## src/sv/sha1md_pkg.sv

```systemverilog
// Shared types, constants and helper functions for the SHA-1 digest engine.
// No dependencies; imported by every module of the block.
package sha1md_pkg;

    localparam int BYTE_W          = 8;
    localparam int WORD_W          = 32;
    localparam int NUM_H           = 5;
    localparam int SCHED_DEPTH     = 16;
    localparam int QUEUE_DEPTH_DEF = 4;
    localparam int IDX_W           = 3;
    localparam int ROUND_W         = 7;
    localparam int BLOCK_CNT_W     = 6;
    localparam int LEN_BYTES_W     = 61;

    localparam logic [IDX_W-1:0]       LAST_WORD_IDX = 3'd4;
    localparam logic [ROUND_W-1:0]     LAST_ROUND    = 7'd79;
    localparam logic [BLOCK_CNT_W-1:0] LAST_BYTE_POS = 6'd63;
    localparam logic [BLOCK_CNT_W-1:0] LEN_FIELD_POS = 6'd56;
    localparam logic [BYTE_W-1:0]      PAD_MARK      = 8'h80;
    localparam logic [BYTE_W-1:0]      PAD_ZERO      = 8'h00;

    typedef struct packed {
        logic [BYTE_W-1:0] data;
        logic              has_byte;
        logic              eom;
    } cmd_t;

    typedef struct packed {
        logic valid;
        cmd_t cmd;
    } cmd_req_t;

    typedef enum logic [2:0] {
        ST_FEED,
        ST_MARK,
        ST_ZERO,
        ST_LEN,
        ST_ROUND,
        ST_ADD,
        ST_OUT
    } back_state_t;

    function automatic logic [WORD_W-1:0] h_init(input logic [IDX_W-1:0] idx);
        logic [WORD_W-1:0] val;
        case (idx)
            3'd0:    val = 32'h67452301;
            3'd1:    val = 32'hEFCDAB89;
            3'd2:    val = 32'h98BADCFE;
            3'd3:    val = 32'h10325476;
            default: val = 32'hC3D2E1F0;
        endcase
        return val;
    endfunction

    function automatic logic [WORD_W-1:0] round_k(input logic [ROUND_W-1:0] rnd);
        logic [WORD_W-1:0] val;
        if (rnd < 7'd20) begin
            val = 32'h5A827999;
        end else if (rnd < 7'd40) begin
            val = 32'h6ED9EBA1;
        end else if (rnd < 7'd60) begin
            val = 32'h8F1BBCDC;
        end else begin
            val = 32'hCA62C1D6;
        end
        return val;
    endfunction

    function automatic logic [WORD_W-1:0] round_f(input logic [ROUND_W-1:0] rnd,
                                                  input logic [WORD_W-1:0]  b,
                                                  input logic [WORD_W-1:0]  c,
                                                  input logic [WORD_W-1:0]  d);
        logic [WORD_W-1:0] val;
        if (rnd < 7'd20) begin
            val = (b & c) | (~b & d);
        end else if (rnd < 7'd40) begin
            val = b ^ c ^ d;
        end else if (rnd < 7'd60) begin
            val = (b & c) | (b & d) | (c & d);
        end else begin
            val = b ^ c ^ d;
        end
        return val;
    endfunction

endpackage

```

## src/sv/sha1md_front.sv

```systemverilog
// Input stage: accepts stream requests, drops empty ones, holds one command.
// Depends on sha1md_pkg; feeds sha1md_fifo.
module sha1md_front
    import sha1md_pkg::*;
(
    input  logic              aclk,
    input  logic              aresetn,
    input  logic              s_axis_tvalid,
    output logic              s_axis_tready,
    input  logic [BYTE_W-1:0] s_axis_tdata,
    input  logic              s_axis_tuser,
    input  logic              s_axis_tlast,
    input  logic              q_full,
    output cmd_req_t          push
);

    logic valid_reg, valid_next;
    cmd_t cmd_reg;
    logic take;
    logic keep;

    assign s_axis_tready = !valid_reg || !q_full;
    assign take          = s_axis_tvalid && s_axis_tready;
    assign keep          = s_axis_tuser || s_axis_tlast;

    always_comb begin
        valid_next = valid_reg;
        if (valid_reg && !q_full) begin
            valid_next = 1'b0;
        end
        if (take && keep) begin
            valid_next = 1'b1;
        end
    end

    always_ff @(posedge aclk) begin
        if (!aresetn) begin
            valid_reg <= 1'b0;
        end else begin
            valid_reg <= valid_next;
        end
    end

    always_ff @(posedge aclk) begin
        if (take && keep) begin
            cmd_reg.data     <= s_axis_tdata;
            cmd_reg.has_byte <= s_axis_tuser;
            cmd_reg.eom      <= s_axis_tlast;
        end
    end

    assign push.valid = valid_reg && !q_full;
    assign push.cmd   = cmd_reg;

endmodule

```

## src/sv/sha1md_fifo.sv

```systemverilog
// Command queue between the input stage and the hash back end.
// Depends on sha1md_pkg.
module sha1md_fifo
    import sha1md_pkg::*;
#(
    parameter int DEPTH = QUEUE_DEPTH_DEF
) (
    input  logic     aclk,
    input  logic     aresetn,
    input  cmd_req_t push,
    output logic     full,
    output logic     head_valid,
    output cmd_t     head,
    input  logic     pop
);

    localparam int PTR_W = (DEPTH > 1) ? $clog2(DEPTH) : 1;
    localparam int CNT_W = $clog2(DEPTH + 1);

    cmd_t             mem_reg [DEPTH];
    logic [PTR_W-1:0] wr_ptr_reg, wr_ptr_next;
    logic [PTR_W-1:0] rd_ptr_reg, rd_ptr_next;
    logic [CNT_W-1:0] count_reg, count_next;
    logic             do_push, do_pop;

    assign full       = count_reg == CNT_W'(DEPTH);
    assign head_valid = count_reg != '0;
    assign head       = mem_reg[rd_ptr_reg];
    assign do_push    = push.valid && !full;
    assign do_pop     = pop && head_valid;

    always_comb begin
        wr_ptr_next = wr_ptr_reg;
        rd_ptr_next = rd_ptr_reg;
        count_next  = count_reg;
        if (do_push) begin
            wr_ptr_next = (wr_ptr_reg == PTR_W'(DEPTH - 1)) ? '0 : wr_ptr_reg + 1'b1;
        end
        if (do_pop) begin
            rd_ptr_next = (rd_ptr_reg == PTR_W'(DEPTH - 1)) ? '0 : rd_ptr_reg + 1'b1;
        end
        if (do_push && !do_pop) begin
            count_next = count_reg + 1'b1;
        end else if (do_pop && !do_push) begin
            count_next = count_reg - 1'b1;
        end
    end

    always_ff @(posedge aclk) begin
        if (!aresetn) begin
            wr_ptr_reg <= '0;
            rd_ptr_reg <= '0;
            count_reg  <= '0;
        end else begin
            wr_ptr_reg <= wr_ptr_next;
            rd_ptr_reg <= rd_ptr_next;
            count_reg  <= count_next;
        end
    end

    always_ff @(posedge aclk) begin
        if (do_push) begin
            mem_reg[wr_ptr_reg] <= push.cmd;
        end
    end

    assert property (@(posedge aclk) disable iff (!aresetn)
        count_reg <= CNT_W'(DEPTH))
        else $error("queue count above depth");

    assert property (@(posedge aclk) disable iff (!aresetn)
        do_push && !do_pop |=> count_reg == $past(count_reg) + 1'b1)
        else $error("queue count missed a push");

    assert property (@(posedge aclk) disable iff (!aresetn)
        (count_reg == '0) |-> (wr_ptr_reg == rd_ptr_reg))
        else $error("empty queue with unequal pointers");

endmodule

```

## src/sv/sha1md_back.sv

```systemverilog
// Hash back end: packs bytes into blocks, pads, runs the 80 rounds, emits the digest.
// Depends on sha1md_pkg; takes commands from sha1md_fifo.
module sha1md_back
    import sha1md_pkg::*;
(
    input  logic              aclk,
    input  logic              aresetn,
    input  logic              q_valid,
    input  cmd_t              q_cmd,
    output logic              q_pop,
    output logic              m_axis_tvalid,
    input  logic              m_axis_tready,
    output logic [WORD_W-1:0] m_axis_tdata,
    output logic [IDX_W-1:0]  m_axis_tuser,
    output logic              m_axis_tlast
);

    back_state_t state_reg, state_next;
    back_state_t ret_reg, ret_next;
    back_state_t after_put;

    logic [BLOCK_CNT_W-1:0] cnt_reg, cnt_after;
    logic [23:0]            acc_reg;
    logic [WORD_W-1:0]      wsh_reg [SCHED_DEPTH];
    logic [WORD_W-1:0]      a_reg, b_reg, c_reg, d_reg, e_reg;
    logic [WORD_W-1:0]      h_reg [NUM_H];
    logic [LEN_BYTES_W-1:0] len_reg;
    logic [ROUND_W-1:0]     rnd_reg;
    logic [IDX_W-1:0]       lidx_reg;
    logic [IDX_W-1:0]       oidx_reg;

    logic              put_en;
    logic [BYTE_W-1:0] put_val;
    logic              put_wrap;
    logic              word_done;
    logic [WORD_W-1:0] new_word;
    logic [63:0]       bit_len;
    logic [63:0]       len_shift;
    logic [WORD_W-1:0] sched_word;
    logic [WORD_W-1:0] t_word;
    logic              out_take;

    assign bit_len    = {len_reg, 3'b000};
    assign len_shift  = bit_len >> {~lidx_reg, 3'b000};
    assign cnt_after  = cnt_reg + 1'b1;
    assign put_wrap   = put_en && (cnt_reg == LAST_BYTE_POS);
    assign word_done  = put_en && (cnt_reg[1:0] == 2'b11);
    assign new_word   = {acc_reg, put_val};
    assign sched_word = {wsh_reg[13] ^ wsh_reg[8] ^ wsh_reg[2] ^ wsh_reg[0]} << 1
                      | {wsh_reg[13] ^ wsh_reg[8] ^ wsh_reg[2] ^ wsh_reg[0]} >> 31;
    assign t_word     = {a_reg[26:0], a_reg[31:27]} + round_f(rnd_reg, b_reg, c_reg, d_reg)
                      + e_reg + round_k(rnd_reg) + wsh_reg[0];
    assign out_take   = m_axis_tvalid && m_axis_tready;

    // next state
    always_comb begin
        state_next = state_reg;
        ret_next   = ret_reg;
        after_put  = state_reg;
        case (state_reg)
            ST_FEED: begin
                if (q_valid) begin
                    after_put = q_cmd.eom ? ST_MARK : ST_FEED;
                    if (put_wrap) begin
                        state_next = ST_ROUND;
                        ret_next   = after_put;
                    end else begin
                        state_next = after_put;
                    end
                end
            end
            ST_MARK, ST_ZERO: begin
                after_put = (cnt_after == LEN_FIELD_POS) ? ST_LEN : ST_ZERO;
                if (put_wrap) begin
                    state_next = ST_ROUND;
                    ret_next   = after_put;
                end else begin
                    state_next = after_put;
                end
            end
            ST_LEN: begin
                if (put_wrap) begin
                    state_next = ST_ROUND;
                    ret_next   = ST_OUT;
                end
            end
            ST_ROUND: begin
                if (rnd_reg == LAST_ROUND) begin
                    state_next = ST_ADD;
                end
            end
            ST_ADD: begin
                state_next = ret_reg;
            end
            ST_OUT: begin
                if (m_axis_tready && (oidx_reg == LAST_WORD_IDX)) begin
                    state_next = ST_FEED;
                end
            end
            default: begin
                state_next = ST_FEED;
            end
        endcase
    end

    // outputs and byte source
    always_comb begin
        q_pop         = 1'b0;
        put_en        = 1'b0;
        put_val       = PAD_ZERO;
        m_axis_tvalid = 1'b0;
        case (state_reg)
            ST_FEED: begin
                q_pop   = q_valid;
                put_en  = q_valid && q_cmd.has_byte;
                put_val = q_cmd.data;
            end
            ST_MARK: begin
                put_en  = 1'b1;
                put_val = PAD_MARK;
            end
            ST_ZERO: begin
                put_en  = 1'b1;
                put_val = PAD_ZERO;
            end
            ST_LEN: begin
                put_en  = 1'b1;
                put_val = len_shift[7:0];
            end
            ST_OUT: begin
                m_axis_tvalid = 1'b1;
            end
            default: begin
                q_pop = 1'b0;
            end
        endcase
    end

    assign m_axis_tdata = h_reg[oidx_reg];
    assign m_axis_tuser = oidx_reg;
    assign m_axis_tlast = oidx_reg == LAST_WORD_IDX;

    always_ff @(posedge aclk) begin
        if (!aresetn) begin
            state_reg <= ST_FEED;
            ret_reg   <= ST_FEED;
            cnt_reg   <= '0;
            len_reg   <= '0;
            rnd_reg   <= '0;
            lidx_reg  <= '0;
            oidx_reg  <= '0;
            for (int i = 0; i < NUM_H; i++) begin
                h_reg[i] <= h_init(IDX_W'(i));
            end
        end else begin
            state_reg <= state_next;
            ret_reg   <= ret_next;
            if (put_en) begin
                cnt_reg <= cnt_after;
            end
            if (state_reg == ST_FEED && q_valid && q_cmd.has_byte) begin
                len_reg <= len_reg + 1'b1;
            end
            if (state_reg == ST_LEN && put_en) begin
                lidx_reg <= lidx_reg + 1'b1;
            end
            if (state_reg == ST_ROUND) begin
                rnd_reg <= (rnd_reg == LAST_ROUND) ? '0 : rnd_reg + 1'b1;
            end
            if (state_reg == ST_ADD) begin
                h_reg[0] <= h_reg[0] + a_reg;
                h_reg[1] <= h_reg[1] + b_reg;
                h_reg[2] <= h_reg[2] + c_reg;
                h_reg[3] <= h_reg[3] + d_reg;
                h_reg[4] <= h_reg[4] + e_reg;
            end
            if (out_take) begin
                if (oidx_reg == LAST_WORD_IDX) begin
                    oidx_reg <= '0;
                    len_reg  <= '0;
                    for (int i = 0; i < NUM_H; i++) begin
                        h_reg[i] <= h_init(IDX_W'(i));
                    end
                end else begin
                    oidx_reg <= oidx_reg + 1'b1;
                end
            end
        end
    end

    always_ff @(posedge aclk) begin
        if (put_en) begin
            acc_reg <= {acc_reg[15:0], put_val};
        end
        if (word_done || state_reg == ST_ROUND) begin
            for (int i = 0; i < SCHED_DEPTH - 1; i++) begin
                wsh_reg[i] <= wsh_reg[i+1];
            end
            wsh_reg[SCHED_DEPTH-1] <= word_done ? new_word : sched_word;
        end
        if (put_wrap) begin
            a_reg <= h_reg[0];
            b_reg <= h_reg[1];
            c_reg <= h_reg[2];
            d_reg <= h_reg[3];
            e_reg <= h_reg[4];
        end else if (state_reg == ST_ROUND) begin
            a_reg <= t_word;
            b_reg <= a_reg;
            c_reg <= {b_reg[1:0], b_reg[31:2]};
            d_reg <= c_reg;
            e_reg <= d_reg;
        end
    end

    assert property (@(posedge aclk) disable iff (!aresetn)
        $rose(state_reg == ST_OUT) |-> $past(state_reg) == ST_ADD)
        else $error("digest shown without a finished block");

    assert property (@(posedge aclk) disable iff (!aresetn)
        state_reg == ST_LEN |-> cnt_reg[5:3] == 3'b111)
        else $error("length bytes outside the last eight block positions");

    assert property (@(posedge aclk) disable iff (!aresetn)
        state_reg == ST_ROUND && $past(state_reg) != ST_ROUND |-> rnd_reg == '0)
        else $error("round sequence started mid-count");

    assert property (@(posedge aclk) disable iff (!aresetn)
        out_take && m_axis_tlast |=> state_reg == ST_FEED && cnt_reg == '0 && len_reg == '0)
        else $error("engine not cleared after the final digest word");

endmodule

```

## src/sv/sha1_message_digest.sv

```systemverilog
// SHA-1 digest engine: message bytes stream in on s_axis, each message's
// 160-bit digest leaves on m_axis as five 32-bit words, h0 first (tuser holds
// the word index, tlast marks h4). An input request with tuser low carries no
// byte; tlast ends the message, after any byte in the same request. The back
// end packs the bytes one at a time, and every full 64-byte block then holds
// it while the single round unit runs 80 rounds and adds into the chaining
// value. End of message adds padding bytes up to the next block end, one or
// two padded blocks, then the five digest words. Input requests keep landing
// in the command queue while the rounds run or the digest waits, until
// QUEUE_DEPTH plus one are held.
// Depends on sha1md_pkg, sha1md_front, sha1md_fifo and sha1md_back.
module sha1_message_digest
    import sha1md_pkg::*;
#(
    parameter int QUEUE_DEPTH = QUEUE_DEPTH_DEF
) (
    input  logic              aclk,
    input  logic              aresetn,
    input  logic              s_axis_tvalid,
    output logic              s_axis_tready,
    input  logic [BYTE_W-1:0] s_axis_tdata,   // [7:0] data_byte
    input  logic              s_axis_tuser,   // [0] has_byte
    input  logic              s_axis_tlast,
    output logic              m_axis_tvalid,
    input  logic              m_axis_tready,
    output logic [WORD_W-1:0] m_axis_tdata,   // [31:0] digest_word
    output logic [IDX_W-1:0]  m_axis_tuser,   // [2:0] word_index
    output logic              m_axis_tlast
);

    cmd_req_t push;
    logic     q_full;
    logic     q_valid;
    cmd_t     q_cmd;
    logic     q_pop;

    sha1md_front u_front (
        .aclk          (aclk),
        .aresetn       (aresetn),
        .s_axis_tvalid (s_axis_tvalid),
        .s_axis_tready (s_axis_tready),
        .s_axis_tdata  (s_axis_tdata),
        .s_axis_tuser  (s_axis_tuser),
        .s_axis_tlast  (s_axis_tlast),
        .q_full        (q_full),
        .push          (push)
    );

    sha1md_fifo #(
        .DEPTH (QUEUE_DEPTH)
    ) u_fifo (
        .aclk       (aclk),
        .aresetn    (aresetn),
        .push       (push),
        .full       (q_full),
        .head_valid (q_valid),
        .head       (q_cmd),
        .pop        (q_pop)
    );

    sha1md_back u_back (
        .aclk          (aclk),
        .aresetn       (aresetn),
        .q_valid       (q_valid),
        .q_cmd         (q_cmd),
        .q_pop         (q_pop),
        .m_axis_tvalid (m_axis_tvalid),
        .m_axis_tready (m_axis_tready),
        .m_axis_tdata  (m_axis_tdata),
        .m_axis_tuser  (m_axis_tuser),
        .m_axis_tlast  (m_axis_tlast)
    );

endmodule
```

## config.mk

```make
export PLATFORM = sky130hd
export DESIGN_NAME = sha1_message_digest
export DESIGN_NICKNAME = d
export VERILOG_FILES = /design/src/sv/sha1md_pkg.sv /design/src/sv/sha1md_front.sv /design/src/sv/sha1md_fifo.sv /design/src/sv/sha1md_back.sv /design/src/sv/sha1_message_digest.sv
export SDC_FILE = /design/constraint.sdc
export NUM_CORES = 2
export LEC_CHECK = 0
export ABC_CLOCK_PERIOD_IN_PS = 19700
export BUFFER_PORTS_ARGS = -buffer_cell sky130_fd_sc_hd__buf_2
export CAP_MARGIN = 0
export CORE_MARGIN = 2
export CORE_UTILIZATION = 40
export CTS_CLUSTER_DIAMETER = 40
export CTS_CLUSTER_SIZE = 25
export DETAILED_ROUTE_END_ITERATION = 16
export PLACE_DENSITY = 0.64
export SLEW_MARGIN = 20
export SYNTH_ARGS = -nofsm -noshare
export SYNTH_HDL_FRONTEND = slang
export SYNTH_SLANG_ARGS = --single-unit
```

## constraint.sdc

```tcl
create_clock -name aclk -period 19.7 [get_ports aclk]
set_clock_uncertainty 0.15 [all_clocks]
set_input_delay 2.955 -clock aclk [delete_from_list [all_inputs] [get_ports aclk]]
set_output_delay 2.955 -clock aclk [all_outputs]
set_load 0.05 [all_outputs]
```

==> flow_metrics.tcl <==
set metrics [dict create \
    cp_slowest_cell "nor2_2" \
    cts.sinks 1005 \
    overflow 0 \
    fmax_mhz 133.2 \
    p_per_area_nw_per_um2 127.5 \
    largest_register_ffs 512 \
    synth.distinct_cells 87 \
    cp_cell_sequence "o21ai_0, nand2_1, buf_4, inv_1, nor2_2, inv_1, buf_4, o221a_2, fa_1, fa_1, inv_1, fa_1, inv_1, ha_1, nand2_1, or3_1, a21oi_1, o21ai_0, o31ai_1, a21oi_1, xnor2_1, mux2_2" \
    gp_congestion 0.9298 \
    seq_area_frac_synth 0.5750 \
    vias 33040 \
    synth_area_leaders "edfxtp_1 54%, ha_1 5.3%, fa_1 4.7%" \
    cts_buffers 135 \
    rr_worst_depth 22 \
    worst_pin_slew_ns 1.154 \
    worstPathRequired_ns 20.04 \
    dp.final_hpwl_um 90020 \
    grt_antenna_before_repair 0 \
    synthToLayoutAreaGrowth_pct 13.70 \
    holdPathEnd "u_back.wsh_reg[8][14]" \
    min_period_ns 7.510 \
    io_pins 52 \
    p_leak_nw 20.87 \
    cts_root_buf "clkbuf_16" \
    whs_path_depth 0 \
    firstDrtPassIters 6 \
    design.die.area_um2 129800 \
    drv_slew 0 \
    reg2reg_slack_ns 12.19 \
    status "complete, no violations" \
    intPower_mw 4.963 \
    cpMostUsedCell "inv_1" \
    clkLatencyLatePin_ns 0.78 \
    relSlewSlack 0.2223 \
    grt_pass1_wl_um 194600 \
    p_sw_frac 0.3253 \
    wirelength_um 127800 \
    ys_ff_latch 1005 \
    htree_levels 4 \
    period_share 0.3812 \
    route.detailed.drc 0 \
    cts_setup_buffers 0 \
    yosys_most_used_dff "edfxtp_1" \
    rsz0062_at_grt "false" \
    timing.hold.ws_ns 0.2655 \
    grt_pass1_vias 31940 \
    grt_usage 0.1960 \
    min_path_type "flop to flop" \
    power_frac_seq 0.399 \
    worstReg2RegStart "u_back.rnd_reg[4]" \
    io_buffers 51 \
    nFillCells 11270 \
    setup_tns_ns 0 \
    clk_pin_slew_ns 0.07 \
    start_kind "flop" \
    grt_max_degree 191 \
    ctsHoldBuffers 0 \
    antenna_left 0 \
    synth_area_per_cell_um2 12.33 \
    comb_power_share 0.258 \
    die_h_um 360.2 \
    r2r_end "u_back.a_reg[25]" \
    p_switching_mw 2.393 \
    wl_per_cell_um 21.36 \
    ctsResizeCount 0 \
    start_util 0.4037 \
    drtIter0Drc 3306 \
    die_width_um 360.2 \
    synth.cell_area_um2 50760 \
    irDropWorstVdd_mv 0.09653 \
    clkPwrFrac 0.343 \
    critPathMaxFanout 23 \
    synth_nets 4464 \
    final_nets 4568 \
    cts_buffer_depth 3 \
    worst-setup-path-type "flop to flop" \
    core_area_um2 125700 \
    synth_top_area_share 0.5360 \
    setup_viol 0 \
    cts_tree "built" \
    critPathMaxStageDelay_ns 0.97 \
    final_hold_viol_count 0 \
    ys_async_sr_fraction 0 \
    synthCells 4117 \
    synth_edf_count 906 \
    synth_top_cell_by_area "edfxtp_1" \
    rows 130 \
    end_kind "flop" \
    viasPerCell 5.521 \
    drv_cap 0 \
    min_from "u_back.wsh_reg[9][14]" \
    yosysWarnings 0 \
    arrival_ns 7.85 \
    drive_gt1_frac 0.1059 \
]
through the flow:
stage          std cells  worst slack, ns  power (mW)    util  cell area [µm²]
2_1_floorplan       4117            5.987       4.423       -            50760
3_5_place_dp        5734            12.27       4.852  0.4212            52960
5_1_grt             5983            11.75       7.743  0.4590            57710
6_report            5984            12.19       7.356  0.4590            57710
4_1_cts             5983            12.25       7.398  0.4589            57700
3_3_place_gp        5734            12.46       4.819  0.4212            52960
Yosys cell counts (9+ instances only):
cell type and number:
a21oi_1 178, o31a_1 9, ha_1 213, dfxtp_1 99, or3_1 34, nor3_1 71, o211ai_1 26, fa_1 120
clkbuf_1 87, buf_2 11, nor2b_1 35, a21o_1 84, mux2i_1 56, a21boi_0 20, a221oi_1 10, mux4_2 55
inv_1 239, edfxtp_1 906, mux2_2 33, nand3b_1 9, a221o_1 13, a211oi_1 29, and3_1 43, nand2_1 578
o21bai_1 14, o21a_1 48, nand4_1 30, nand2b_1 37, nor2_1 238, xnor2_1 184, buf_1 19, nand3_1 69
or2_2 9, a31oi_1 29, o21ai_0 218, xor2_1 90, and2_1 33
cells in the final DEF, fill, tap and decap left out, drive strengths merged, types with 11 or more instances in the layout:
| cell | Yosys | routed |
|---|---|---|
| o21a | 48 | 48 |
| a21o | 84 | 84 |
| and2 | 34 | 34 |
| nand3 | 71 | 71 |
| inv | 239 | 271 |
| nor2 | 241 | 241 |
| or3 | 35 | 35 |
| and3 | 45 | 45 |
| clkbuf | 88 | 150 |
| dfxtp | 99 | 99 |
| nand2b | 37 | 37 |
| edfxtp | 906 | 906 |
| a211oi | 29 | 29 |
| buf | 32 | 87 |
| ha | 213 | 213 |
| clkinv | 0 | 51 |
| o21bai | 14 | 14 |
| fa | 120 | 120 |
| a221o | 13 | 13 |
| nand4 | 31 | 31 |
| and4 | 11 | 11 |
| nand2 | 579 | 579 |
| mux2i | 56 | 56 |
| xor2 | 90 | 90 |
| xnor2 | 184 | 184 |
| nor2b | 35 | 35 |
| a21boi | 21 | 21 |
| mux2 | 33 | 33 |
| mux4 | 55 | 55 |
| nor3 | 71 | 71 |
| a31oi | 29 | 29 |
| o211ai | 26 | 26 |
| a21oi | 179 | 179 |
| o21ai | 220 | 220 |
worst max-delay path by stage:
stage / from / end / cells past startpoint / slack [ns]
after detailed placement: u_back.rnd_reg[4] / u_back.a_reg[25] / 22 / 12.27
after global routing: u_back.rnd_reg[4] / u_back.a_reg[25] / 22 / 11.75
after CTS: u_back.rnd_reg[4] / u_back.a_reg[25] / 22 / 12.25
final: u_back.rnd_reg[4] / u_back.a_reg[25] / 22 / 12.19
after floorplan: flop / u_back.wsh_reg[0][0] / 6 / 5.99
after global placement: u_back.rnd_reg[4] / u_back.a_reg[25] / 22 / 12.46
power groups by stage:
stage / registers [mW] / clock network [mW] / logic [mW]
after floorplan: 3.01 / 0 / 1.41
after global placement: 2.97 / 0 / 1.85
after detailed placement: 2.97 / 0 / 1.88
after CTS: 2.93 / 2.57 / 1.89
after global routing: 2.96 / 2.66 / 2.12
final: 2.93 / 2.53 / 1.90
worst max-delay path, delay by kind of cell (launching register included):
kind	cells	cell delay (ns)
buffers and inverters	6	1.26
XOR/XNOR	1	0.16
AND/OR/NAND/NOR	4	1.51
multiplexers	1	0.26
adder cells (fa/ha/maj)	4	1.91
flip-flops	1	0.44
AO/OA/AOI/OAI	6	1.54
layout make-up:
type / count / area, µm² / share of cell area
diodes: 1 / 2.502 / 0.00004336
clock buffers: 150 / 3498 / 0.06062
clock inverters: 99 / 1240 / 0.02149
inverters: 239 / 897.1 / 0.01554
multi-input cells: 2753 / 20280 / 0.3514
flip-flops and latches: 1005 / 29190 / 0.5058
well taps: 1650 / 2064 / 0.03577
repair buffers: 87 / 538.0 / 0.009322
layer usage:
layer / vias to the layer above / track usage / part of all wire
met4: 0 / 0.06006 / 0.021
met1: 16460 / 0.2828 / 0.45
met3: 174 / 0.03323 / 0.068
met2: 1098 / 0.3024 / 0.46
met5: - / 0 / 0
li1: 15310 / - / -
cell families after synthesis:
kind of cell / count (synthesis) / synth area share
muxes: 144 / 0.04277
adders and majority gates: 333 / 0.09983
buffers and inverters: 359 / 0.02707
and+or+nand+nor: 1236 / 0.1111
DFF: 1005 / 0.5750
AOI/OAI and AO/OA: 766 / 0.09690
xor gates and xnor gates: 274 / 0.04728
Power figures use the tool's default switching activity.
